File: config.mk
export PLATFORM = sky130hd
export DESIGN_NAME = casf_queue
export DESIGN_NICKNAME = d
export VERILOG_FILES = /design/src/sv/casf_pkg.sv /design/src/sv/casf_queue.sv
export SDC_FILE = /design/constraint.sdc
export NUM_CORES = 1
export LEC_CHECK = 0
export BUFFER_PORTS_ARGS = -buffer_cell sky130_fd_sc_hd__buf_2
export CAP_MARGIN = 40
export CORE_MARGIN = 1
export CORE_UTILIZATION = 60
export CTS_CLUSTER_SIZE = 20
export DETAILED_ROUTE_END_ITERATION = 7
export PLACE_DENSITY = 0.83
export SLEW_MARGIN = 20
export SYNTH_ARGS = -nofsm -noshare
export SYNTH_HDL_FRONTEND = slang
export SYNTH_SLANG_ARGS = --single-unit
File: constraint.sdc
create_clock -name clk -period 5.99 [get_ports clk]
set_input_delay 0.599 -clock clk [delete_from_list [all_inputs] [get_ports clk]]
set_output_delay 0.599 -clock clk [all_outputs]
set_load 0.01 [all_outputs]
File: src/sv/casf_pkg.sv
// Package with the shared constants, types and register codes of the smudge filter.
package casf_pkg;

	localparam int MAX_WIDTH = 2048;
	localparam int ADDR_W    = $clog2(MAX_WIDTH);
	localparam int DIM_W     = 12;
	localparam int CMP_W     = ((DIM_W > ADDR_W) ? DIM_W : ADDR_W) + 1;
	localparam int MIN_DIM   = 3;

	localparam int CH_W   = 8;
	localparam int NUM_CH = 4;
	localparam int PIX_W  = CH_W * NUM_CH;
	localparam int SUM_W  = CH_W + 3;

	// Divide by five as a multiply by 1639 / 8192, exact for sums up to 1275.
	localparam int DIV5_MUL   = 1639;
	localparam int DIV5_SHIFT = 13;
	localparam int PROD_W     = SUM_W + 11;

	localparam int QDEPTH = 4;
	localparam int QPTR_W = $clog2(QDEPTH);
	localparam int QCNT_W = $clog2(QDEPTH + 1);

	localparam int CFG_IDX_W = 1;
	localparam logic [CFG_IDX_W-1:0] REG_FRAME_WIDTH  = 1'b0;
	localparam logic [CFG_IDX_W-1:0] REG_FRAME_HEIGHT = 1'b1;

	localparam logic [DIM_W-1:0] FRAME_WIDTH_RST  = DIM_W'(640);
	localparam logic [DIM_W-1:0] FRAME_HEIGHT_RST = DIM_W'(480);

	typedef logic [PIX_W-1:0] pix_t;

	typedef struct packed {
		logic [DIM_W-1:0] frame_width;
		logic [DIM_W-1:0] frame_height;
	} cfg_t;

	typedef struct packed {
		pix_t res;
		pix_t cur;
		logic last_row;
		logic row_end;
	} q_entry_t;

endpackage

File: src/sv/casf_queue.sv
// Short queue of classified items between the front end and the back end.
module casf_queue (
	input  logic               clk,
	input  logic               arst_n,
	input  logic               push,
	input  casf_pkg::q_entry_t push_entry,
	input  logic               pop,
	output casf_pkg::q_entry_t head,
	output logic               empty
);
	import casf_pkg::*;

	q_entry_t          mem_q [QDEPTH];
	logic [QPTR_W-1:0] wr_ptr_q;
	logic [QPTR_W-1:0] rd_ptr_q;
	logic [QCNT_W-1:0] count_q;

	always_ff @(posedge clk or negedge arst_n) begin
		if (!arst_n) begin
			wr_ptr_q <= '0;
			rd_ptr_q <= '0;
			count_q  <= '0;
		end else begin
			if (push) begin
				wr_ptr_q <= wr_ptr_q + QPTR_W'(1);
			end
			if (pop) begin
				rd_ptr_q <= rd_ptr_q + QPTR_W'(1);
			end
			count_q <= count_q + QCNT_W'(push) - QCNT_W'(pop);
		end
	end

	always_ff @(posedge clk) begin
		if (push) begin
			mem_q[wr_ptr_q] <= push_entry;
		end
	end

	assign head  = mem_q[rd_ptr_q];
	assign empty = (count_q == '0);

endmodule

## Word-level counts from Yosys, hierarchy flattened

Memory sizes are Yosys's and may differ from the RTL's.
Index checks and enable logic that the tools add are counted.

| operators by class | value |
|---|---|
| add/subtract/negate cells | 4 |
| mux-type cells | 2 |
| reductions and logical operators | 1 |

Operator list:

| kind | number |
|---|---|
| $add A2 B1 Y2 const B | 2 |
| $add A3 B1 Y3 | 1 |
| $logic_not A3 Y1 | 1 |
| $sub A3 B1 Y3 | 1 |
| $mux W1 | 2 |

| storage, ports and cells | value |
|---|---|
| flip-flop bits (word level) | 7 |
| bits in writable memories | 264 |
| bits of input ports | 70 |
| output and inout bits | 67 |
| word-level logic and storage cells | 11 |
| memories | 1 |

Memories:

| memory | words | width | rd ports | clocked after memory_dff | wr ports | RTL line | source |
|---|---|---|---|---|---|---|---|
| mem_q | 4 | 66 | 1 | 0 | 1 | casf_queue.sv:13 | `q_entry_t mem_q [QDEPTH];` |

## Longest topological paths before layout

Gate-level depths: netlist of run 1.

| logic depth | value |
|---|---|
| word-level depth | 2 |
| mapped depth | 7 |
| mapped depth without buffers | 7 |

## Worst setup path before layout of run 1

No wires, ideal clock.

| timing path | value |
|---|---|
| path type | reg2reg |
| from | register wr_ptr_q[0] |
| to | memory mem_q[0][0] (netlist bit), enable pin |
| library setup time | 0.431 ns |
| arrival time | 2.171 ns |
| data required time | 5.559 ns |
| path slack | 3.388 ns |
| stages on the path, launching flop included | 4 |
| buffers on the path | 0 |
| clock period less this slack | 2.602 ns |
| path through | dfrtp_1 > inv_1 > ha_1 > and2_1 |

RTL lines:

| element | RTL line | source |
|---|---|---|
| start: declaration | casf_queue.sv:14 | `logic [QPTR_W-1:0] wr_ptr_q;` |
| start signal: assignment | casf_queue.sv:25 | `wr_ptr_q <= wr_ptr_q + QPTR_W'(1);` |
| end: declaration | casf_queue.sv:13 |  |

No word-level cell before the write port.

==> metrics.json, run 1 <==
{
  "status": {"value": "complete, no violations"},
  "detailroute.via_count": {"value": 4417},
  "slowest_delay": {"value": 0.62, "unit": "ns"},
  "start_util": {"value": 62.03, "unit": "%"},
  "slowest_stage": {"value": "sky130_fd_sc_hd__dfrtp_4"},
  "clock_share_of_power": {"value": 27.1, "unit": "%"},
  "synthDistinctLibCells": {"value": 17},
  "synth_top_cell_by_area": {"value": "sky130_fd_sc_hd__edfxtp_1"},
  "reg2reg_to": {"value": "mem_q[2][36]$_DFFE_PP_"},
  "hpwlAfterDp": {"value": 10260, "unit": "um"},
  "crit_chain": {"value": "buf_12 > buf_4 > mux4_2 > buf_2"},
  "post_synth.cell_area_avg": {"value": 26.26, "unit": "um2"},
  "totalNegativeSetupSlack": {"value": 0, "unit": "ns"},
  "routed_wirelength": {"value": 17410, "unit": "um"},
  "worst_skew_pair.late_latency": {"value": 0.52, "unit": "ns"},
  "r2r_setup_slack": {"value": 4.17, "unit": "ns"},
  "cts_num_sinks": {"value": 271},
  "fin_worst_skew": {"value": 0.01587, "unit": "ns"},
  "via_per_instance_ratio": {"value": 5.714},
  "synthesized_instance_count": {"value": 378},
  "finalCritPeriodShare": {"value": 56.07, "unit": "%"},
  "grt_first_pass_wirelength": {"value": 25630, "unit": "um"},
  "top_count_cell_post_synth": {"value": "sky130_fd_sc_hd__edfxtp_1"},
  "residual_drc": {"value": 0},
  "p_switching": {"value": 1.630, "unit": "mW"},
  "hold_buffers": {"value": 1},
  "seq_pwr_share": {"value": 45.3, "unit": "%"},
  "layout_min_cycle_time": {"value": 3.359, "unit": "ns"},
  "num_rows": {"value": 46},
  "cts_setup_buffers": {"value": 0},
  "worst_path_dominant_cell_family": {"value": "buffers and inverters"},
  "grt_antenna_before_repair": {"value": 0},
  "drt_first_pass_iters": {"value": 5},
  "synth.cell_area": {"value": 0.009926, "unit": "mm2"},
  "synth_async_sr_flop_share": {"value": 2.583, "unit": "%"},
  "die_w": {"value": 130.6, "unit": "um"},
  "timing_worst_setup_path_type": {"value": "reg -> out"},
  "finish.utilization": {"value": 73.46, "unit": "%"},
  "cts_root_buffer": {"value": "sky130_fd_sc_hd__clkbuf_16"},
  "path_max_fanout": {"value": 30},
  "min_path_cells": {"value": 1},
  "rsz0062_at_grt": {"value": "no"},
  "synth_seq_cells": {"value": 271},
  "combPwrFrac": {"value": 27.6, "unit": "%"},
  "power": {"value": 5.809, "unit": "mW"},
  "leak_pwr": {"value": 4.055, "unit": "nW"},
  "swShare": {"value": 28.06, "unit": "%"},
  "pwr_density_cell": {"value": 494.2, "unit": "mW/mm2"},
  "grtUsageTotal": {"value": 20.81, "unit": "%"},
  "clk_path_buf_depth": {"value": 3},
  "worst_ep_arrival_time": {"value": 2.76, "unit": "ns"},
  "timing.critical_path.to_type": {"value": "output pin"},
  "synth.top_cells.by_area": {"value": "sky130_fd_sc_hd__edfxtp_1 80%, sky130_fd_sc_hd__mux4_2 15%, sky130_fd_sc_hd__dfrtp_1 1.8%"},
  "die_h": {"value": 130.6, "unit": "um"},
  "timing.final.max_slew_violations": {"value": 0},
  "synth_fp_nets": {"value": 455},
  "tritoncts_clock_tree": {"value": "done"},
  "report.final.hold_viol_count": {"value": 0},
  "holdPathEnd": {"value": "mem_q[1][44]$_DFFE_PP_"},
  "worst_hold_slack": {"value": 0.2907, "unit": "ns"},
  "antenna_violating_nets_post_route": {"value": 0},
  "worst_hold_path_type": {"value": "in -> reg"},
  "io_buffers": {"value": 136},
  "path_buf_inv": {"value": 3},
  "cap_viol_max_count": {"value": 0},
  "synthesis.yosys.warnings": {"value": 0},
  "timing.hold.worst.start": {"value": "push_entry[44]"},
  "ir_drop": {"value": 0.3126, "unit": "mV"},
  "grt.overflow.total": {"value": 0},
  "primary_ff_master_synth": {"value": "sky130_fd_sc_hd__edfxtp_1"},
  "max_slew_margin": {"value": 61.56, "unit": "%"},
  "grt_start_max_net_pins": {"value": 48},
  "io_pins": {"value": 137},
  "postCtsResizedCells": {"value": 0},
  "cp.required": {"value": 5.39, "unit": "ns"},
  "design.die.area": {"value": 0.01706, "unit": "mm2"},
  "clock.fmax": {"value": 0.2977, "unit": "GHz"},
  "dr.first_iter.drc_count": {"value": 292},
  "synth.cells.most_frequent": {"value": "264 x sky130_fd_sc_hd__edfxtp_1, 66 x sky130_fd_sc_hd__mux4_2, 7 x sky130_fd_sc_hd__dfrtp_1"},
  "globalplace.congestion": {"value": 0.6414},
  "synth.yosys.seq_area_share": {"value": 81.63, "unit": "%"},
  "timing.rr.start": {"value": "wr_ptr_q[0]$_DFFE_PN0P_"},
  "cp-start-kind": {"value": "register"},
  "synth_to_final_area_change": {"value": 18.42, "unit": "%"},
  "cts.htree.levels": {"value": 1},
  "synthDominantCellAreaShare": {"value": 79.87, "unit": "%"},
  "finalSetupViolCount": {"value": 0},
  "routed_wire_per_std_cell": {"value": 22.52, "unit": "um"},
  "core-area": {"value": 0.01600, "unit": "mm2"},
  "rr_worst_depth": {"value": 4},
  "synth_edf_count": {"value": 264},
  "cts_buffers": {"value": 27},
  "drive_above_1_share": {"value": 44.78, "unit": "%"},
  "number_of_global_route_vias_before_repair": {"value": 4592},
  "transition_at_the_pin_with_the_smallest_max_transition_slack": {"value": 0.5766, "unit": "ns"},
  "p_int": {"value": 4.179, "unit": "mW"},
  "cts.clk_slew.worst_paths": {"value": 0.06, "unit": "ns"},
  "final_net_count": {"value": 613}
}
-- worst register-to-register path: stages (launching register included) --
cell,delay (ns)
sky130_fd_sc_hd__dfrtp_1,0.43
sky130_fd_sc_hd__inv_1,0.11
sky130_fd_sc_hd__ha_1,0.16
sky130_fd_sc_hd__and2_4,0.48
sky130_fd_sc_hd__buf_12,0.30
-- metal layers --
metal | vias to the layer above | share of wire [%] | global-route usage (%) | wire, um
li1 | 1926 | - | - | -
met1 | 2299 | 40 | 28.97 | 7042
met2 | 163 | 51 | 34.64 | 8905
met3 | 29 | 6.9 | 3.664 | 1202
met4 | 0 | 1.5 | 5.815 | 261
met5 | - | 0 | 0 | 0
-- logic make-up (layout without fill, tap and decap cells) --
family          Yosys count  count (layout)  synth area share, %
flops                   271             271                81.63
xor+xnor                  5               5               0.4413
buf+inv                  21             199                1.563
other cells               0               1                    0
simple gates              7               7               0.3781
compound gates            1               1              0.05037
mux                      66              66                14.98
fa+ha+maj                 7               7               0.9580
-- cell type report --
| type | count | area, um2 |
|---|---|---|
| tap | 216 | 270.3 |
| sequential | 271 | 8110 |
| inverter | 6 | 22.52 |
| clock buffer | 34 | 701.9 |
| clock inverter | 15 | 127.6 |
| antenna | 1 | 2.502 |
| multi-input combinational | 86 | 1678 |
| fill | 929 | 4247 |
| timing repair buffer | 144 | 840.8 |
-- state kept, by name (all words and copies together) (netlist names) --
name      flops
wr_ptr_q      2
mem_q       264
count_q       3
rd_ptr_q      2
-- metrics by stage --
stage	worst slack, ns	area, um2	instances
CTS	2.360	11730	771
finish	2.631	11750	773
detailed placement	2.954	10890	721
global route	2.409	11750	772
floorplan	3.388	9926	378
global placement	2.967	10770	716
-- power groups by stage --
stage                     combinational [mW]  sequential [mW]  clock, mW
after floorplan                         1.13             2.59          0
after global placement                  1.41             2.77          0
after detailed placement                1.56             2.72          0
after CTS                               1.58             2.69       1.59
after global routing                    1.74             2.67       1.66
final                                   1.60             2.63       1.57
-- worst max path at each step --
stage,to,start,slack [ns],cells past startpoint
after floorplan,mem_q[0][0]$_DFFE_PP_,wr_ptr_q[0]$_DFFE_PN0P_,3.39,3
after global placement,head[35],rd_ptr_q[0]$_DFFE_PN0P_,2.97,3
after detailed placement,head[35],rd_ptr_q[0]$_DFFE_PN0P_,2.95,3
after CTS,head[35],rd_ptr_q[0]$_DFFE_PN0P_,2.36,3
after global routing,head[35],rd_ptr_q[0]$_DFFE_PN0P_,2.41,4
final,head[35],rd_ptr_q[0]$_DFFE_PN0P_,2.63,4
-- cells in the final DEF, fill, tap and decap left out, types with 2 or more instances in the layout --
cell type | Yosys | layout
sky130_fd_sc_hd__nand2_1 | 2 | 2
sky130_fd_sc_hd__dfrtp_4 | 0 | 2
sky130_fd_sc_hd__mux4_2 | 66 | 66
sky130_fd_sc_hd__clkinv_1 | 0 | 8
sky130_fd_sc_hd__clkinv_2 | 0 | 2
sky130_fd_sc_hd__dfrtp_1 | 7 | 5
sky130_fd_sc_hd__ha_1 | 6 | 6
sky130_fd_sc_hd__buf_16 | 0 | 3
sky130_fd_sc_hd__clkbuf_16 | 0 | 27
sky130_fd_sc_hd__clkbuf_1 | 0 | 7
sky130_fd_sc_hd__xnor2_1 | 3 | 3
sky130_fd_sc_hd__inv_1 | 6 | 6
sky130_fd_sc_hd__edfxtp_1 | 264 | 264
sky130_fd_sc_hd__buf_12 | 3 | 3
sky130_fd_sc_hd__xor2_1 | 2 | 2
sky130_fd_sc_hd__bufinv_16 | 0 | 2
sky130_fd_sc_hd__buf_2 | 4 | 136
sky130_fd_sc_hd__and2_4 | 0 | 4
(Power assumes the default switching activity.)
==> inputs of run 2 (changes only) <==
ABC_AREA = 1   (was unset)
CORE_UTILIZATION = 52   (was 60)
PLACE_DENSITY = 0.75   (was 0.83)
clock period = 2.76 ns   (was 5.99 ns; I/O delays follow)
==> metrics.json, run 2 <==
{
  "status": {"value": "complete, no violations"},
  "synthDistinctLibCells": {"value": 15},
  "cp-start-kind": {"value": "register"},
  "top_count_cell_post_synth": {"value": "sky130_fd_sc_hd__nand2_1"},
  "routed_wire_per_std_cell": {"value": 14.39, "unit": "um"},
  "reg2reg_to": {"value": "mem_q[0][64]$_DFFE_PP_"},
  "num_rows": {"value": 53},
  "r2r_setup_slack": {"value": 0.91, "unit": "ns"},
  "postPlaceCellArea": {"value": 0.01245, "unit": "mm2"},
  "grt_first_pass_wirelength": {"value": 35400, "unit": "um"},
  "residual_drc": {"value": 0},
  "via_per_instance_ratio": {"value": 4.788},
  "min_path_cells": {"value": 2},
  "worst_ep_arrival_time": {"value": 2.20, "unit": "ns"},
  "post_synth.cell_area_avg": {"value": 10.63, "unit": "um2"},
  "synthesized_instance_count": {"value": 1079},
  "grt_start_max_net_pins": {"value": 135},
  "cts_num_sinks": {"value": 271},
  "dr.first_iter.drc_count": {"value": 433},
  "timing.final.max_slew_violations": {"value": 0},
  "final_net_count": {"value": 1358},
  "synth_async_sr_flop_share": {"value": 2.583, "unit": "%"},
  "number_of_global_route_vias_before_repair": {"value": 7226},
  "worst_hold_slack": {"value": 0.07758, "unit": "ns"},
  "clock.fmax": {"value": 0.4037, "unit": "GHz"},
  "finalWorstSetupSlack": {"value": 0.2829, "unit": "ns"},
  "tritoncts_clock_tree": {"value": "done"},
  "core-area": {"value": 0.02129, "unit": "mm2"},
  "cts.htree.levels": {"value": 1},
  "synth_to_final_area_change": {"value": 21.65, "unit": "%"},
  "timing.rr.start": {"value": "wr_ptr_q[0]$_DFFE_PN0P_"},
  "clk_path_buf_depth": {"value": 3},
  "worst_skew_pair.late_latency": {"value": 0.52, "unit": "ns"},
  "design.die.area": {"value": 0.02265, "unit": "mm2"},
  "path_max_fanout": {"value": 36},
  "routed_wirelength": {"value": 22700, "unit": "um"},
  "synth_seq_cells": {"value": 271},
  "finalCritPeriodShare": {"value": 89.75, "unit": "%"},
  "ir_drop": {"value": 0.9202, "unit": "mV"},
  "post-place-ws": {"value": 0.8405, "unit": "ns"},
  "synthesis.yosys.warnings": {"value": 0},
  "cts.clk_slew.worst_paths": {"value": 0.06, "unit": "ns"},
  "rsz0062_at_grt": {"value": "no"},
  "report.final.hold_viol_count": {"value": 0},
  "synth.cell_area": {"value": 0.01147, "unit": "mm2"},
  "grt.overflow.total": {"value": 0},
  "layout.cells.most_common": {"value": "sky130_fd_sc_hd__nand2_1"},
  "grt_antenna_before_repair": {"value": 1},
  "die_h": {"value": 150.5, "unit": "um"},
  "synth.yosys.seq_area_share": {"value": 70.67, "unit": "%"},
  "largest_register_ff_count": {"value": 264},
  "timing_worst_setup_path_type": {"value": "reg -> out"},
  "antenna_violating_nets_post_route": {"value": 0},
  "layout_min_cycle_time": {"value": 2.477, "unit": "ns"},
  "pwr_density_cell": {"value": 995.8, "unit": "mW/mm2"},
  "synthDominantCellAreaShare": {"value": 69.14, "unit": "%"},
  "fin_worst_skew": {"value": 0.005504, "unit": "ns"},
  "holdPathEnd": {"value": "wr_ptr_q[0]$_DFFE_PN0P_"},
  "drt_first_pass_iters": {"value": 4},
  "leak_pwr": {"value": 6.520, "unit": "nW"},
  "globalplace.congestion": {"value": 0.7111},
  "max_slew_margin": {"value": 43.93, "unit": "%"},
  "postLayoutCellArea": {"value": 0.01395, "unit": "mm2"},
  "io_buffers": {"value": 136},
  "worst_hold_path_type": {"value": "in -> reg"},
  "cts_setup_buffers": {"value": 0},
  "primary_ff_master_synth": {"value": "sky130_fd_sc_hd__edfxtp_1"},
  "biggestRegsByFlops": {"value": "mem_q x264, count_q x3"},
  "synth.top_cells.by_area": {"value": "sky130_fd_sc_hd__edfxtp_1 69%, sky130_fd_sc_hd__nand2_1 11%, sky130_fd_sc_hd__inv_1 9.0%"},
  "synth_edf_count": {"value": 264},
  "cap_viol_max_count": {"value": 0},
  "cts_buffers": {"value": 27},
  "finalSetupViolCount": {"value": 0},
  "drive_above_1_share": {"value": 14.76, "unit": "%"},
  "synth_fp_nets": {"value": 1156},
  "timing.critical_path.to_type": {"value": "output pin"},
  "most-common-layout-cells": {"value": "341 x sky130_fd_sc_hd__nand2_1, 272 x sky130_fd_sc_hd__inv_1, 264 x sky130_fd_sc_hd__edfxtp_1, 136 x sky130_fd_sc_hd__buf_2, 133 x sky130_fd_sc_hd__nand3_1"},
  "hpwlAfterDp": {"value": 13130, "unit": "um"},
  "detailroute.via_count": {"value": 7551},
  "synth.cells.most_frequent": {"value": "341 x sky130_fd_sc_hd__nand2_1, 276 x sky130_fd_sc_hd__inv_1, 264 x sky130_fd_sc_hd__edfxtp_1"},
  "transition_at_the_pin_with_the_smallest_max_transition_slack": {"value": 0.8410, "unit": "ns"},
  "totalNegativeSetupSlack": {"value": 0, "unit": "ns"},
  "timing.hold.worst.start": {"value": "push"},
  "rr_worst_depth": {"value": 5},
  "cts_root_buffer": {"value": "sky130_fd_sc_hd__clkbuf_16"},
  "cp.required": {"value": 2.48, "unit": "ns"},
  "io_pins": {"value": 137},
  "die_w": {"value": 150.5, "unit": "um"},
  "start_util": {"value": 53.86, "unit": "%"},
  "synth_top_cell_by_area": {"value": "sky130_fd_sc_hd__edfxtp_1"},
  "grtUsageTotal": {"value": 20.45, "unit": "%"},
  "largest_register_by_flop_count": {"value": "mem_q"}
}
## run 2: worst max-delay path, stage by stage (launching register included)
cell and delay, ns:
sky130_fd_sc_hd__dfrtp_4 0.50, sky130_fd_sc_hd__inv_4 0.33, sky130_fd_sc_hd__buf_4 0.41, sky130_fd_sc_hd__nand2_1 0.12, sky130_fd_sc_hd__nand3_1 0.11, sky130_fd_sc_hd__nand2_1 0.06, sky130_fd_sc_hd__buf_2 0.14
## run 2: kinds of logic (layout without fill, tap and decap cells)
logic type | Yosys count | after routing | synth area share [%]
and+or+nand+nor | 475 | 475 | 17.01
buffers and inverters | 322 | 544 | 11.22
DFF | 271 | 271 | 70.67
adders and majority gates | 7 | 7 | 0.8293
xor gates and xnor gates | 3 | 3 | 0.2292
AOI/OAI and AO/OA | 1 | 1 | 0.04361
other | 0 | 1 | 0
## run 2: worst max-delay path by stage
stage / startpoint / end / slack, ns / depth (start not counted)
3_5_place_dp: rd_ptr_q[0]$_DFFE_PN0P_ / head[32] / 0.84 / 6
4_1_cts: rd_ptr_q[0]$_DFFE_PN0P_ / head[32] / 0.27 / 6
5_1_grt: rd_ptr_q[0]$_DFFE_PN0P_ / head[36] / 0.13 / 6
2_1_floorplan: wr_ptr_q[0]$_DFFE_PN0P_ / mem_q[0][0]$_DFFE_PP_ / 0.38 / 4
3_3_place_gp: rd_ptr_q[0]$_DFFE_PN0P_ / head[34] / 0.86 / 6
6_report: rd_ptr_q[0]$_DFFE_PN0P_ / head[32] / 0.28 / 6
## run 2: stage by stage
step	total power, mW	std cells	utilization (%)
4_1_cts	14.02	1576	65.51
6_report	13.89	1577	65.53
5_1_grt	14.78	1577	65.53
3_5_place_dp	10.57	1459	58.47
2_1_floorplan	8.828	1079	-
3_3_place_gp	10.44	1459	58.47
## run 2: final cells by class
type | count | area [um2]
sequential | 271 | 8108
fill | 1523 | 7338
multi-input combinational | 486 | 2077
timing repair buffer | 217 | 1546
inverter | 278 | 1051
clock buffer | 39 | 750.7
tap | 275 | 344.1
clock inverter | 10 | 68.82
antenna | 1 | 2.502
## run 2: what timing repair did
action,CTS,global route
hold buffers,68,0
resized for setup,0,0
endpoints found under the hold margin,272,0
## run 2: report_power, final
part           internal [mW]  total [mW]  switching, mW
combinational           1.63        4.94           3.31
sequential              5.39        5.57          0.182
clock                   1.97        3.38           1.41
## run 2: routing by layer
| layer | share of wire [%] | global-route usage [%] |
|---|---|---|
| met5 | 0 | 0 |
| met4 | 1.9 | 5.202 |
| met3 | 5.9 | 3.455 |
| met2 | 50 | 35.53 |
| met1 | 42 | 26.69 |
