### src/sv/casf_pkg.sv
// Package with the shared constants, types and register codes of the smudge filter.
package casf_pkg;

	localparam int MAX_WIDTH = 2048;
	localparam int ADDR_W    = $clog2(MAX_WIDTH);
	localparam int DIM_W     = 12;
	localparam int CMP_W     = ((DIM_W > ADDR_W) ? DIM_W : ADDR_W) + 1;
	localparam int MIN_DIM   = 3;

	localparam int CH_W   = 8;
	localparam int NUM_CH = 4;
	localparam int PIX_W  = CH_W * NUM_CH;
	localparam int SUM_W  = CH_W + 3;

	// Divide by five as a multiply by 1639 / 8192, exact for sums up to 1275.
	localparam int DIV5_MUL   = 1639;
	localparam int DIV5_SHIFT = 13;
	localparam int PROD_W     = SUM_W + 11;

	localparam int QDEPTH = 4;
	localparam int QPTR_W = $clog2(QDEPTH);
	localparam int QCNT_W = $clog2(QDEPTH + 1);

	localparam int CFG_IDX_W = 1;
	localparam logic [CFG_IDX_W-1:0] REG_FRAME_WIDTH  = 1'b0;
	localparam logic [CFG_IDX_W-1:0] REG_FRAME_HEIGHT = 1'b1;

	localparam logic [DIM_W-1:0] FRAME_WIDTH_RST  = DIM_W'(640);
	localparam logic [DIM_W-1:0] FRAME_HEIGHT_RST = DIM_W'(480);

	typedef logic [PIX_W-1:0] pix_t;

	typedef struct packed {
		logic [DIM_W-1:0] frame_width;
		logic [DIM_W-1:0] frame_height;
	} cfg_t;

	typedef struct packed {
		pix_t res;
		pix_t cur;
		logic last_row;
		logic row_end;
	} q_entry_t;

endpackage

### src/sv/casf_back.sv
// Back end: expands queued items into one or two results and holds the output register.
module casf_back (
	input  logic               clk,
	input  logic               arst_n,
	input  casf_pkg::q_entry_t head,
	input  logic               empty,
	output logic               pop,
	output logic               out_valid,
	input  logic               out_stall,
	output logic [7:0]         out_red,
	output logic [7:0]         out_green,
	output logic [7:0]         out_blue,
	output logic [7:0]         out_alpha,
	output logic               run_end,
	output logic               frame_end
);
	import casf_pkg::*;

	logic out_valid_q;
	logic phase_q;
	pix_t out_pix_q;
	logic run_end_q;
	logic frame_end_q;

	logic load;
	pix_t nxt_pix;
	logic nxt_run_end;
	logic nxt_frame_end;

	assign load = !out_valid_q || !out_stall;

	// On the last row the result for the pixel above goes out first, then the input itself.
	always_comb begin
		pop           = 1'b0;
		nxt_pix       = head.res;
		nxt_run_end   = 1'b1;
		nxt_frame_end = 1'b0;
		if (load && !empty) begin
			if (head.last_row && !phase_q) begin
				nxt_run_end = 1'b0;
			end else if (head.last_row) begin
				nxt_pix       = head.cur;
				nxt_frame_end = head.row_end;
				pop           = 1'b1;
			end else begin
				pop = 1'b1;
			end
		end
	end

	always_ff @(posedge clk or negedge arst_n) begin
		if (!arst_n) begin
			out_valid_q <= 1'b0;
			phase_q     <= 1'b0;
		end else if (load) begin
			out_valid_q <= !empty;
			if (!empty) begin
				phase_q <= head.last_row && !phase_q;
			end
		end
	end

	always_ff @(posedge clk) begin
		if (load && !empty) begin
			out_pix_q   <= nxt_pix;
			run_end_q   <= nxt_run_end;
			frame_end_q <= nxt_frame_end;
		end
	end

	assign out_valid = out_valid_q;
	assign out_red   = out_pix_q[0*CH_W +: CH_W];
	assign out_green = out_pix_q[1*CH_W +: CH_W];
	assign out_blue  = out_pix_q[2*CH_W +: CH_W];
	assign out_alpha = out_pix_q[3*CH_W +: CH_W];
	assign run_end   = run_end_q;
	assign frame_end = frame_end_q;

endmodule

### config.mk
export PLATFORM = sky130hd
export DESIGN_NAME = casf_back
export DESIGN_NICKNAME = d
export VERILOG_FILES = /design/src/sv/casf_pkg.sv /design/src/sv/casf_back.sv
export SDC_FILE = /design/constraint.sdc
export NUM_CORES = 1
export LEC_CHECK = 0
export ABC_AREA = 1
export BUFFER_PORTS_ARGS = -buffer_cell sky130_fd_sc_hd__clkbuf_2
export CELL_PAD_IN_SITES_DETAIL_PLACEMENT = 0
export CELL_PAD_IN_SITES_GLOBAL_PLACEMENT = 1
export CORE_ASPECT_RATIO = 1.1
export CORE_MARGIN = 8
export CORE_UTILIZATION = 30
export DETAILED_ROUTE_END_ITERATION = 12
export GPL_TIMING_DRIVEN = 0
export PLACE_DENSITY_LB_ADDON = 0.1
export REMOVE_ABC_BUFFERS = 1
export SYNTH_ARGS = -nofsm -noshare
export SYNTH_HDL_FRONTEND = slang
export SYNTH_SLANG_ARGS = --single-unit
export TNS_END_PERCENT = 30
### constraint.sdc
create_clock -name clk -period 2 [get_ports clk]
set_clock_uncertainty 0.1 [all_clocks]
set_input_delay 0.2 -clock clk [delete_from_list [all_inputs] [get_ports clk]]
set_output_delay 0.2 -clock clk [all_outputs]
set_load 0.02 [all_outputs]
==> After elaboration in Yosys (flattened, before gate mapping) <==
Cells that the tools add are included.
{ "totals": {"out_inout_bits": 36, "ff_bits": 36} }
{ "op_classes": {"n_reduce_logical": 9, "mux": 4, "bitwise": 2} }
{ "ops": {"columns": ["cell", "n"], "rows": [
  ["two-way mux 32 bit", 2],
  ["zero test 1 bit", 4],
  ["logical AND 1 bit", 2],
  ["two-way mux 1 bit", 2],
  ["NOT 1 bit", 2],
  ["AND reduction 2 bit", 1],
  ["OR reduction 2 bit", 1],
  ["logical OR 1 bit", 1]
]} }

==> Longest topological paths before layout <==
Gate-level depths: netlist of run 1.
{ "depth": {"word_depth": 4, "mapped_depth": 5, "depth_no_buf": 4} }

==> Worst setup path after synthesis of run 1 <==
Ideal clock, no wire load.
{ "synth_path": {"path_kind": "register -> register", "start": "register out_valid_q, in the netlist out_valid", "end": "register frame_end_q, in the netlist frame_end, enable pin", "arrival_time_ps": 1322, "period_less_slack_ps": 1810, "slack_ps": 190, "setup_time_ps": 389, "path_stages_with_launch": 4, "required_ps": 1511, "path_cell_list": "dfrtp_1 nand2_1 nand2_1 inv_1"} }
{ "synth_via": {"elab_chain_cells": 3} }
{ "synth_rtl": {"columns": ["element", "line_no", "text"], "rows": [
  ["from (decl)", "casf_back.sv:19", "logic out_valid_q;"],
  ["from (signal assigned)", "casf_back.sv:56", "out_valid_q <= !empty;"],
  ["zero test 1 bit", "casf_back.sv:30", "assign load = !out_valid_q || !out_stall;"],
  ["logical OR 1 bit", "casf_back.sv:30", null],
  ["logical AND 1 bit", "casf_back.sv:64", "if (load && !empty) begin"],
  ["to (signal assigned)", "casf_back.sv:67", "frame_end_q <= nxt_frame_end;"],
  ["to (decl)", "casf_back.sv:23", "logic frame_end_q;"]
]} }
No other way between the ends.
A chain may end at the register's enable or synchronous reset.

==> Worst setup path in the final report of run 1 <==
{ "layout_path": {"start": "input empty", "end": "register out_pix_q[6], enable pin"} }
{ "layout_via": {"elab_chain_cells": 2} }
{ "layout_rtl": {"columns": ["element", "line_no", "text"], "rows": [
  ["from (decl)", "casf_back.sv:6", "input logic empty,"],
  ["zero test 1 bit", "casf_back.sv:64", null],
  ["logical AND 1 bit", "casf_back.sv:64", null],
  ["to (signal assigned)", "casf_back.sv:65", "out_pix_q <= nxt_pix;"],
  ["to (decl)", "casf_back.sv:21", "pix_t out_pix_q;"]
]} }
No other way between the ends.

==> flow_summary.yaml, run 1 <==
run_status:
  outcome: "completed"
logic_synthesis:
  synth_area_per_cell_um2: 10.67
  yosysSeqAreaShare: 0.6355
  yosys_register_bits: 36
  synth_warnings: 0
  synthCells: 158
  netlist_area_um2: 1685
  synth_cell_types: 12
routing:
  drc: 0
  drt_iter0_drc: 57
  vias: 1426
  vias_per_cell: 4.231
  dr.pass1.iters: 4
  wl_mm: 4.733
  final_antenna_net_count: 0
  routedWlPerCell_um: 14.04
clock_network:
  h-tree-depth: 2
  cts_root_buffer: "clkbuf_8"
  path_clk_slew_ns: 0.07
  clk_path_buf_depth: 2
  cts_buffers: 5
  clk_latency_ns: 0.28
  clkSinkCount: 36
  cts_setup_buffers: 0
  cts_tree: "yes"
sta:
  max-slew-margin-rel: 0.4667
  rsz0062_at_grt: "false"
  fin_crit_sh: 0.9405
  setup_violations: 0
  worst_pin_slew_ns: 0.8000
  slew_viol_final: 0
  fmax_mhz: 531.7
  finalHoldViolations: 0
  fin_ws_ns: 0.1191
  min_period_ns: 1.881
power:
  vdd_drop_max_mv: 0.3301
  power_frac_comb: 0.191
  power_switching_uw: 504.3
  internal_power_uw: 1282
  pwr-share-seq: 0.539
  sw_frac_of_total: 0.2823
  power_per_cell_area_nw_per_um2: 775.9
  p_clk_frac: 0.270
  power_leakage_uw: 0.001150
grt:
  met1_usage: 0.1162
  grt_pass1_wl_mm: 7.162
  use_met3: 0.05213
  use_met2: 0.1991
  antenna_found_initial: 0
  globalRoute.totalOverflow: 0
  grt_pass1_vias: 1454
  grt_usage: 0.1141
  grt_most_used_layer: "met2"
  grt_max_degree: 36
placed_design:
  dp_slack_ns: -0.2721
  dp.cells: 327
  place_area_um2: 2192
  gp_congestion: 0.6670
  numPortBuffers: 105
  dp_hpwl_mm: 3.347
worst_setup_path:
  cp_num_buf_inv: 4
  crit_type: "input pin to register"
  worst-path-max-fanout: 34
  crit_path_end_kind: "register"
  crit_family: "buffers and inverters"
  slowest_delay_ns: 0.61
  crit_chain: "dlygate4sd3_1 > buf_2 > inv_2 > nand2_2 > clkinvlp_4"
  crit_slowest_cell: "clkinvlp_4"
  critPathArrivalTime_ns: 1.58
  ff2ff_path_depth: 3
  required_ns: 1.70
  path_depth: 5
  crit_path_start_kind: "input pin"
floorplan:
  design.die.area_um2: 8275
  die_w_um: 87.47
  fp.dieH_um: 94.61
  rows: 28
  core-area_um2: 5395
  initial_core_util: 0.3124
  pin_count: 106
cells_and_area:
  final_area_um2: 2302
  drive_above_1_share: 0.4809
  fin_cells: 337
  syn2layout_area_growth_pct: 36.60
  nets: 331
  n_antenna_cell: 0
worst_hold_path:
  hold_class: "input pin to register"
  hold_depth: 3
run:
  cap_violations: 0
layout by cell type (no fill, tap or decap):
cell / netlist / final
nand3_1: 33 / 33
nand2_1: 60 / 59
clkbuf_2: 0 / 104
clkbuf_8: 0 / 5
nand2_8: 1 / 1
edfxtp_1: 34 / 34
dfrtp_1: 2 / 1
dlygate4sd3_1: 0 / 2
nor2_2: 2 / 2
buf_2: 0 / 1
nor2_1: 1 / 1
dfrtp_4: 0 / 1
clkinv_1: 0 / 1
clkinvlp_4: 0 / 1
inv_2: 0 / 1
inv_1: 5 / 3
clkbuf_1: 0 / 2
nand2_2: 9 / 10
worst paths after layout:
kind,from,end,slack [ns]
setup reg to reg,out_valid,out_pix_q[6],0.22
setup / recovery,empty,out_pix_q[6],0.12
hold reg to reg,out_valid,out_valid,0.45
hold / removal,out_stall,out_valid,0.08
min in group asynchronous,arst_n,out_valid,0.13
max in group asynchronous,arst_n,phase_q,1.56
logic make-up (layout without fill, tap and decap cells):
family / count (synthesis) / in the layout / synth area share
buffers and inverters: 16 / 120 / 0.07795
AND/OR/NAND/NOR: 106 / 106 / 0.2866
flip-flops: 36 / 36 / 0.6355
Yosys cell counts:
| master | count | area share |
|---|---|---|
| buf_8 | 1 | 0.0089 |
| nor2_1 | 1 | 0.0022 |
| nor2_2 | 2 | 0.0074 |
| buf_4 | 4 | 0.018 |
| inv_1 | 5 | 0.011 |
| nand2_8 | 1 | 0.012 |
| edfxtp_1 | 34 | 0.61 |
| dfrtp_1 | 2 | 0.030 |
| nand2_1 | 60 | 0.13 |
| nand3_1 | 33 | 0.098 |
| buf_6 | 6 | 0.040 |
| nand2_2 | 9 | 0.033 |
worst register-to-register path, stage by stage (launching register included):
cell	delay [ns]
dfrtp_1	0.35
nand2_1	0.10
nand2_2	0.12
clkinvlp_4	0.61
per-layer routing:
metal | vias up | wire length [µm] | share of wire
met5 | - | 0 | 0
met4 | 0 | 78 | 0.016
met3 | 6 | 449 | 0.095
met2 | 59 | 2426 | 0.51
met1 | 628 | 1778 | 0.38
li1 | 733 | - | -
power groups by stage:
| stage | registers, µW | clock network [µW] | logic (µW) |
|---|---|---|---|
| detailed placement | 980 | 0 | 346 |
| floorplan | 1030 | 0 | 113 |
| global placement | 977 | 0 | 345 |
| finish | 963 | 482 | 342 |
| global route | 974 | 539 | 381 |
| CTS | 964 | 507 | 350 |
what timing repair did:
action | CTS | global route
pin swaps | 0 | 1
gates resized for setup | 2 | 4
endpoints found under the setup margin | 68 | 35
hold buffers | 2 | 0
hold endpoints to repair | 3 | 0
flip-flops by register name, summed over array words and instances, names as in the netlist:
| signal | cells |
|---|---|
| out_pix_q | 32 |
| frame_end | 1 |
| out_valid | 1 |
| phase_q | 1 |
| run_end | 1 |
metrics by stage:
step / total power [µW] / hold slack, ns / TNS (ns) / util
detailed placement: 1326 / -0.1097 / -10.21 / 0.4063
floorplan: 1148 / -0.1956 / 0 / -
global route: 1893 / 0.07249 / 0 / 0.4267
CTS: 1820 / 0.04117 / 0 / 0.4258
global placement: 1322 / -0.1132 / -11.26 / 0.4063
finish: 1786 / 0.07524 / 0 / 0.4267
final cells by class:
| type | count | area (µm²) |
|---|---|---|
| clock buffers | 7 | 76.32 |
| clock inverters | 1 | 3.754 |
| fillers | 564 | 3093 |
| inverters | 5 | 22.52 |
| multi-input cells | 106 | 485.5 |
| flip-flops and latches | 36 | 1075 |
| well taps | 75 | 93.84 |
| repair buffers | 107 | 545.5 |
Note: power is estimated with default switching activity, not from simulation.
==> run 2: changes to the inputs <==
--- a/config.mk
+++ b/config.mk
@@ -11,7 +11,7 @@
 export CELL_PAD_IN_SITES_GLOBAL_PLACEMENT = 1
 export CORE_ASPECT_RATIO = 1.1
 export CORE_MARGIN = 8
-export CORE_UTILIZATION = 30
+export CORE_UTILIZATION = 33
 export DETAILED_ROUTE_END_ITERATION = 12
 export GPL_TIMING_DRIVEN = 0
 export PLACE_DENSITY_LB_ADDON = 0.1
==> constraint.sdc (replaced) <==
create_clock -name clk -period 2.2 [get_ports clk]
set_clock_uncertainty 0.1 [all_clocks]
set_input_delay 0.22 -clock clk [delete_from_list [all_inputs] [get_ports clk]]
set_output_delay 0.22 -clock clk [all_outputs]
set_load 0.02 [all_outputs]
==> run 2 against run 1 <==
Total power fell by 8.7%. Die area fell by 7.5%. Critical path depth fell by 2. Core utilization rose by 3.5 points. Sequential power fell by 9.6%. Design area fell by 0.43%. First-iteration DRC count rose by 53%. Clock-buffer cell count did not move. Non-clock buffer count rose by 1. Register-to-register slack improved by 0.29 ns. Critical endpoint is now pop. Largest cell class unchanged. Largest power group unchanged. Highest routed layer unchanged.
==> flow_summary.yaml, run 2 (synthesis results as in run 1) <==
run_status:
  outcome: "completed"
clock_network:
  cts_setup_buffers: 0
  clk_latency_ns: 0.28
  clkSinkCount: 36
  cts_tree: "yes"
  path_clk_slew_ns: 0.07
  cts_root_buffer: "clkbuf_8"
  h-tree-depth: 2
  clk_path_buf_depth: 2
  cts_buffers: 5
worst_hold_path:
  hold_class: "input pin to register"
worst_setup_path:
  required_ns: 1.88
  crit_chain: "nor2_2 > nor2_1 > clkbuf_2"
  crit_type: "register to output pin"
  critPathArrivalTime_ns: 1.56
  cp_num_buf_inv: 1
  worst-path-max-fanout: 35
  crit_path_start_kind: "register"
  crit_family: "flip-flops"
  slowest_delay_ns: 0.85
  crit_slowest_cell: "dfrtp_2"
  crit_path_end_kind: "output pin"
routing:
  final_antenna_net_count: 0
  drt_iter0_drc: 87
  wl_mm: 4.723
  dr.pass1.iters: 4
  vias_per_cell: 4.483
  vias: 1439
  routedWlPerCell_um: 14.71
  drc: 0
grt:
  grt_pass1_vias: 1513
  globalRoute.totalOverflow: 0
  grt_usage: 0.1236
  grt_max_degree: 36
  grt_pass1_wl_mm: 7.707
  antenna_found_initial: 0
cells_and_area:
  largest-register: "out_pix_q"
  n_antenna_cell: 0
  layout_common_cells: "105 x clkbuf_2, 60 x nand2_1, 34 x edfxtp_1"
  drive_above_1_share: 0.4715
  fillers: 512
  syn2layout_area_growth_pct: 36.01
  largest_reg_flops: 32
  final_common_cell: "clkbuf_2"
  nets: 332
placed_design:
  dp_hpwl_mm: 3.324
  gp_congestion: 0.6586
  numPortBuffers: 105
floorplan:
  design.die.area_um2: 7653
  die_w_um: 84.14
  initial_core_util: 0.3394
  pin_count: 106
  fp.dieH_um: 90.95
  rows: 27
  core-area_um2: 4966
sta:
  rsz0062_at_grt: "false"
  min_period_ns: 1.877
  setup_violations: 0
  final.setup.tns_ns: 0
  max-slew-margin-rel: 0.4919
  finalHoldViolations: 0
  fmax_mhz: 532.9
  fin_crit_sh: 0.8530
  slew_viol_final: 0
  worst_pin_slew_ns: 0.7621
power:
  p_total_uw: 1631
  vdd_drop_max_mv: 0.3506
  power_per_cell_area_nw_per_um2: 711.5
  power_leakage_uw: 0.001162
run:
  cap_violations: 0
[run 2: what timing repair did]
item                                    CTS  global route
resized for setup                         1             0
hold buffers                              2             0
endpoints found under the setup margin    1             0
hold endpoints to repair                  3             0
[run 2: stage by stage]
stage / instances / hold slack, ns / setup slack [ns] / utilization / area (µm²)
CTS: 320 / 0.07991 / 0.09464 / 0.4575 / 2272
global route: 321 / 0.09151 / 0.2067 / 0.4616 / 2292
detailed placement: 310 / -0.09434 / 0.02447 / 0.4371 / 2171
global placement: 310 / -0.09449 / -0.02151 / 0.4371 / 2171
finish: 321 / 0.08502 / 0.3235 / 0.4616 / 2292
floorplan: 147 / -0.1756 / 0.3897 / - / 1573
[run 2: layout make-up]
cell class                 count  area (µm²)  share of cell area
sequential                    36        1072              0.4678
clock buffer                   7       76.32             0.03330
clock inverter                 1       3.754            0.001638
inverter                       5       18.77            0.008188
tap                           58       72.57             0.03166
multi-input combinational    106       483.0              0.2107
timing repair buffer         108       565.5              0.2467
[run 2: power by group]
group | internal, µW | switching (µW) | leakage [µW]
Clock | 220 | 224 | 0.0000399
Sequential | 823 | 48.1 | 0.000348
Combinational | 124 | 192 | 0.000774
Total | 1170 | 464 | 0.00116
[run 2: worst paths after layout]
kind	endpoint	startpoint	cells past startpoint	slack, ns
min in group asynchronous	phase_q	arst_n	2	0.15
worst max-delay path	pop	phase_q	3	0.32
max in group asynchronous	phase_q	arst_n	2	1.75
worst min register to register	out_valid	out_valid	2	0.43
worst max register to register	out_pix_q[30]	phase_q	3	0.51
worst min-delay path	out_valid	out_stall	3	0.09
[run 2: layer usage]
layer  part of all wire  up-vias  wire length (µm)  GRT usage
met5                  0        -                 0          0
met4              0.011        0                50    0.03458
met3              0.091        6               430    0.05273
met2               0.49       63              2308     0.2000
met1               0.41      637              1934     0.1457
li1                   -      733                 -          -
[run 2: worst reg2reg max path, cell delays in order (launching register included)]
cell and delay [ns]:
dfrtp_2 0.85, nand2_8 0.30, nand2_1 0.14, nand2_1 0.06
==> run 3: changes to the inputs <==
--- a/config.mk
+++ b/config.mk
@@ -10,7 +10,6 @@
 export CELL_PAD_IN_SITES_DETAIL_PLACEMENT = 0
 export CELL_PAD_IN_SITES_GLOBAL_PLACEMENT = 1
 export CORE_ASPECT_RATIO = 1.1
-export CORE_MARGIN = 8
 export CORE_UTILIZATION = 33
 export DETAILED_ROUTE_END_ITERATION = 12
 export GPL_TIMING_DRIVEN = 0
==> run 3 against run 2 <==
Via count fell by 2.0%. Clock-buffer cell count did not move. Maximum frequency fell by 7.2%. Cell count fell by 0.93%. Register-to-register slack got worse by 0.33 ns. Critical path type is now register to register. Largest power group unchanged.
==> flow_summary.yaml, run 3 (synthesis results as in run 1) <==
run_status:
  outcome: "completed"
cells_and_area:
  fin_util: 0.4746
  fin_cells: 318
  n_antenna_cell: 0
  largest-register: "out_pix_q"
  largest_reg_flops: 32
  drive_above_1_share: 0.4695
  final_area_um2: 2270
  final_common_cell: "clkbuf_2"
  syn2layout_area_growth_pct: 34.67
  fillers: 498
  regArea_um2: 1072
  multiInputGateArea_um2: 483.0
  layout_common_cells: "105 x clkbuf_2, 60 x nand2_1, 34 x edfxtp_1"
  nets: 331
floorplan:
  pin_count: 106
  rows: 26
  initial_core_util: 0.3524
  design.die.area_um2: 5397
  fp.dieH_um: 76.95
  die_w_um: 70.14
  core-area_um2: 4782
power:
  vdd_drop_max_mv: 0.3219
  power_per_cell_area_nw_per_um2: 715.3
  p_total_uw: 1624
  power_leakage_uw: 0.001158
placed_design:
  dp_hpwl_mm: 2.537
  place_area_um2: 2168
  dp.cells: 308
  gp_congestion: 0.7069
  numPortBuffers: 105
grt:
  antenna_found_initial: 0
  globalRoute.totalOverflow: 0
  grt_pass1_vias: 1334
  grt_pass1_wl_mm: 6.127
  grt_usage: 0.1494
  grt_max_degree: 36
worst_setup_path:
  crit_path_start_kind: "register"
  crit_path_end_kind: "register"
  worst-path-max-fanout: 34
  critPathArrivalTime_ns: 1.81
  regToRegStartpoint: "out_valid"
  rrSetupSlack_ns: 0.18
  crit_type: "register to register"
  setup.worst_path.end: "out_pix_q[30]"
  required_ns: 1.99
  ff2ff_path_depth: 3
  critical_path.startpoint: "out_valid"
  r2r_end: "out_pix_q[30]"
run:
  cap_violations: 0
routing:
  drt_iter0_drc: 88
  vias: 1410
  wl_mm: 3.861
  vias_per_cell: 4.434
  routedWlPerCell_um: 12.14
  final_antenna_net_count: 0
  dr.pass1.iters: 4
  drc: 0
clock_network:
  h-tree-depth: 2
  cts_buffers: 5
  clk_path_buf_depth: 2
  cts_root_buffer: "clkbuf_8"
  clkSinkCount: 36
  clk_latency_ns: 0.28
  path_clk_slew_ns: 0.07
  cts_tree: "yes"
worst_hold_path:
  min_from: "out_stall"
  hold_class: "input pin to register"
sta:
  worst_pin_slew_ns: 1.303
  fmax_mhz: 494.4
  fin_crit_sh: 0.9195
  rsz0062_at_grt: "false"
  slew_viol_final: 0
  finalHoldViolations: 0
  setup_violations: 0
  max-slew-margin-rel: 0.1302
  final.setup.tns_ns: 0
  min_period_ns: 2.023
[run 3: cell types whose count changed in the layout (fill, tap and decap cells not counted)]
cell	change
clkinv_1	-1
inv_1	+1
buf_12	-1
[run 3: routing by layer]
metal | part of all wire | track usage | vias up | routed length (µm)
met5 | 0 | 0 | - | 0
met1 | 0.39 | 0.1549 | 612 | 1506
met2 | 0.51 | 0.2663 | 64 | 1984
li1 | - | - | 732 | -
met3 | 0.090 | 0.06307 | 2 | 348
met4 | 0.0057 | 0.05400 | 0 | 22
[run 3: repair_timing]
item | in CTS | in global routing
endpoints found under the setup margin | 1 | 0
endpoints found under the hold margin | 3 | 0
buffers inserted | 0 | 0
hold buffers | 2 | 0
gates resized for setup | 1 | 0
[run 3: worst min-delay path by stage]
stage / endpoint / slack (ns) / cells past startpoint
finish: out_valid / 0.08 / 3
detailed placement: out_valid / -0.09 / 1
floorplan: out_valid / -0.18 / 0
global route: out_valid / 0.08 / 3
CTS: out_valid / 0.07 / 3
global placement: out_valid / -0.09 / 1
[run 3: metrics by stage]
stage	worst slack (ns)	hold slack, ns
2_1_floorplan	0.3897	-0.1756
3_3_place_gp	0.02490	-0.09034
3_5_place_dp	0.03058	-0.09052
4_1_cts	0.1066	0.06777
5_1_grt	0.01735	0.08488
6_report	0.1772	0.07536
[run 3: report_power, final]
group	switching, µW	internal (µW)	total (µW)
registers	48.0	824	872
logic	187	119	306
clock network	225	220	445
total	460	1160	1620
[run 3: area by class of cell]
type | instances | share of cell area
timing repair buffer | 107 | 0.2404
inverter | 5 | 0.008269
multi-input combinational | 106 | 0.2128
tap | 56 | 0.03087
clock buffer | 7 | 0.03363
sequential | 36 | 0.4724
clock inverter | 1 | 0.001654
[run 3: worst max-delay path, stage by stage, from the launching register on]
cell and delay [ns]:
dfrtp_1 0.38, nand2_1 0.10, nand2_1 0.09, inv_1 0.94
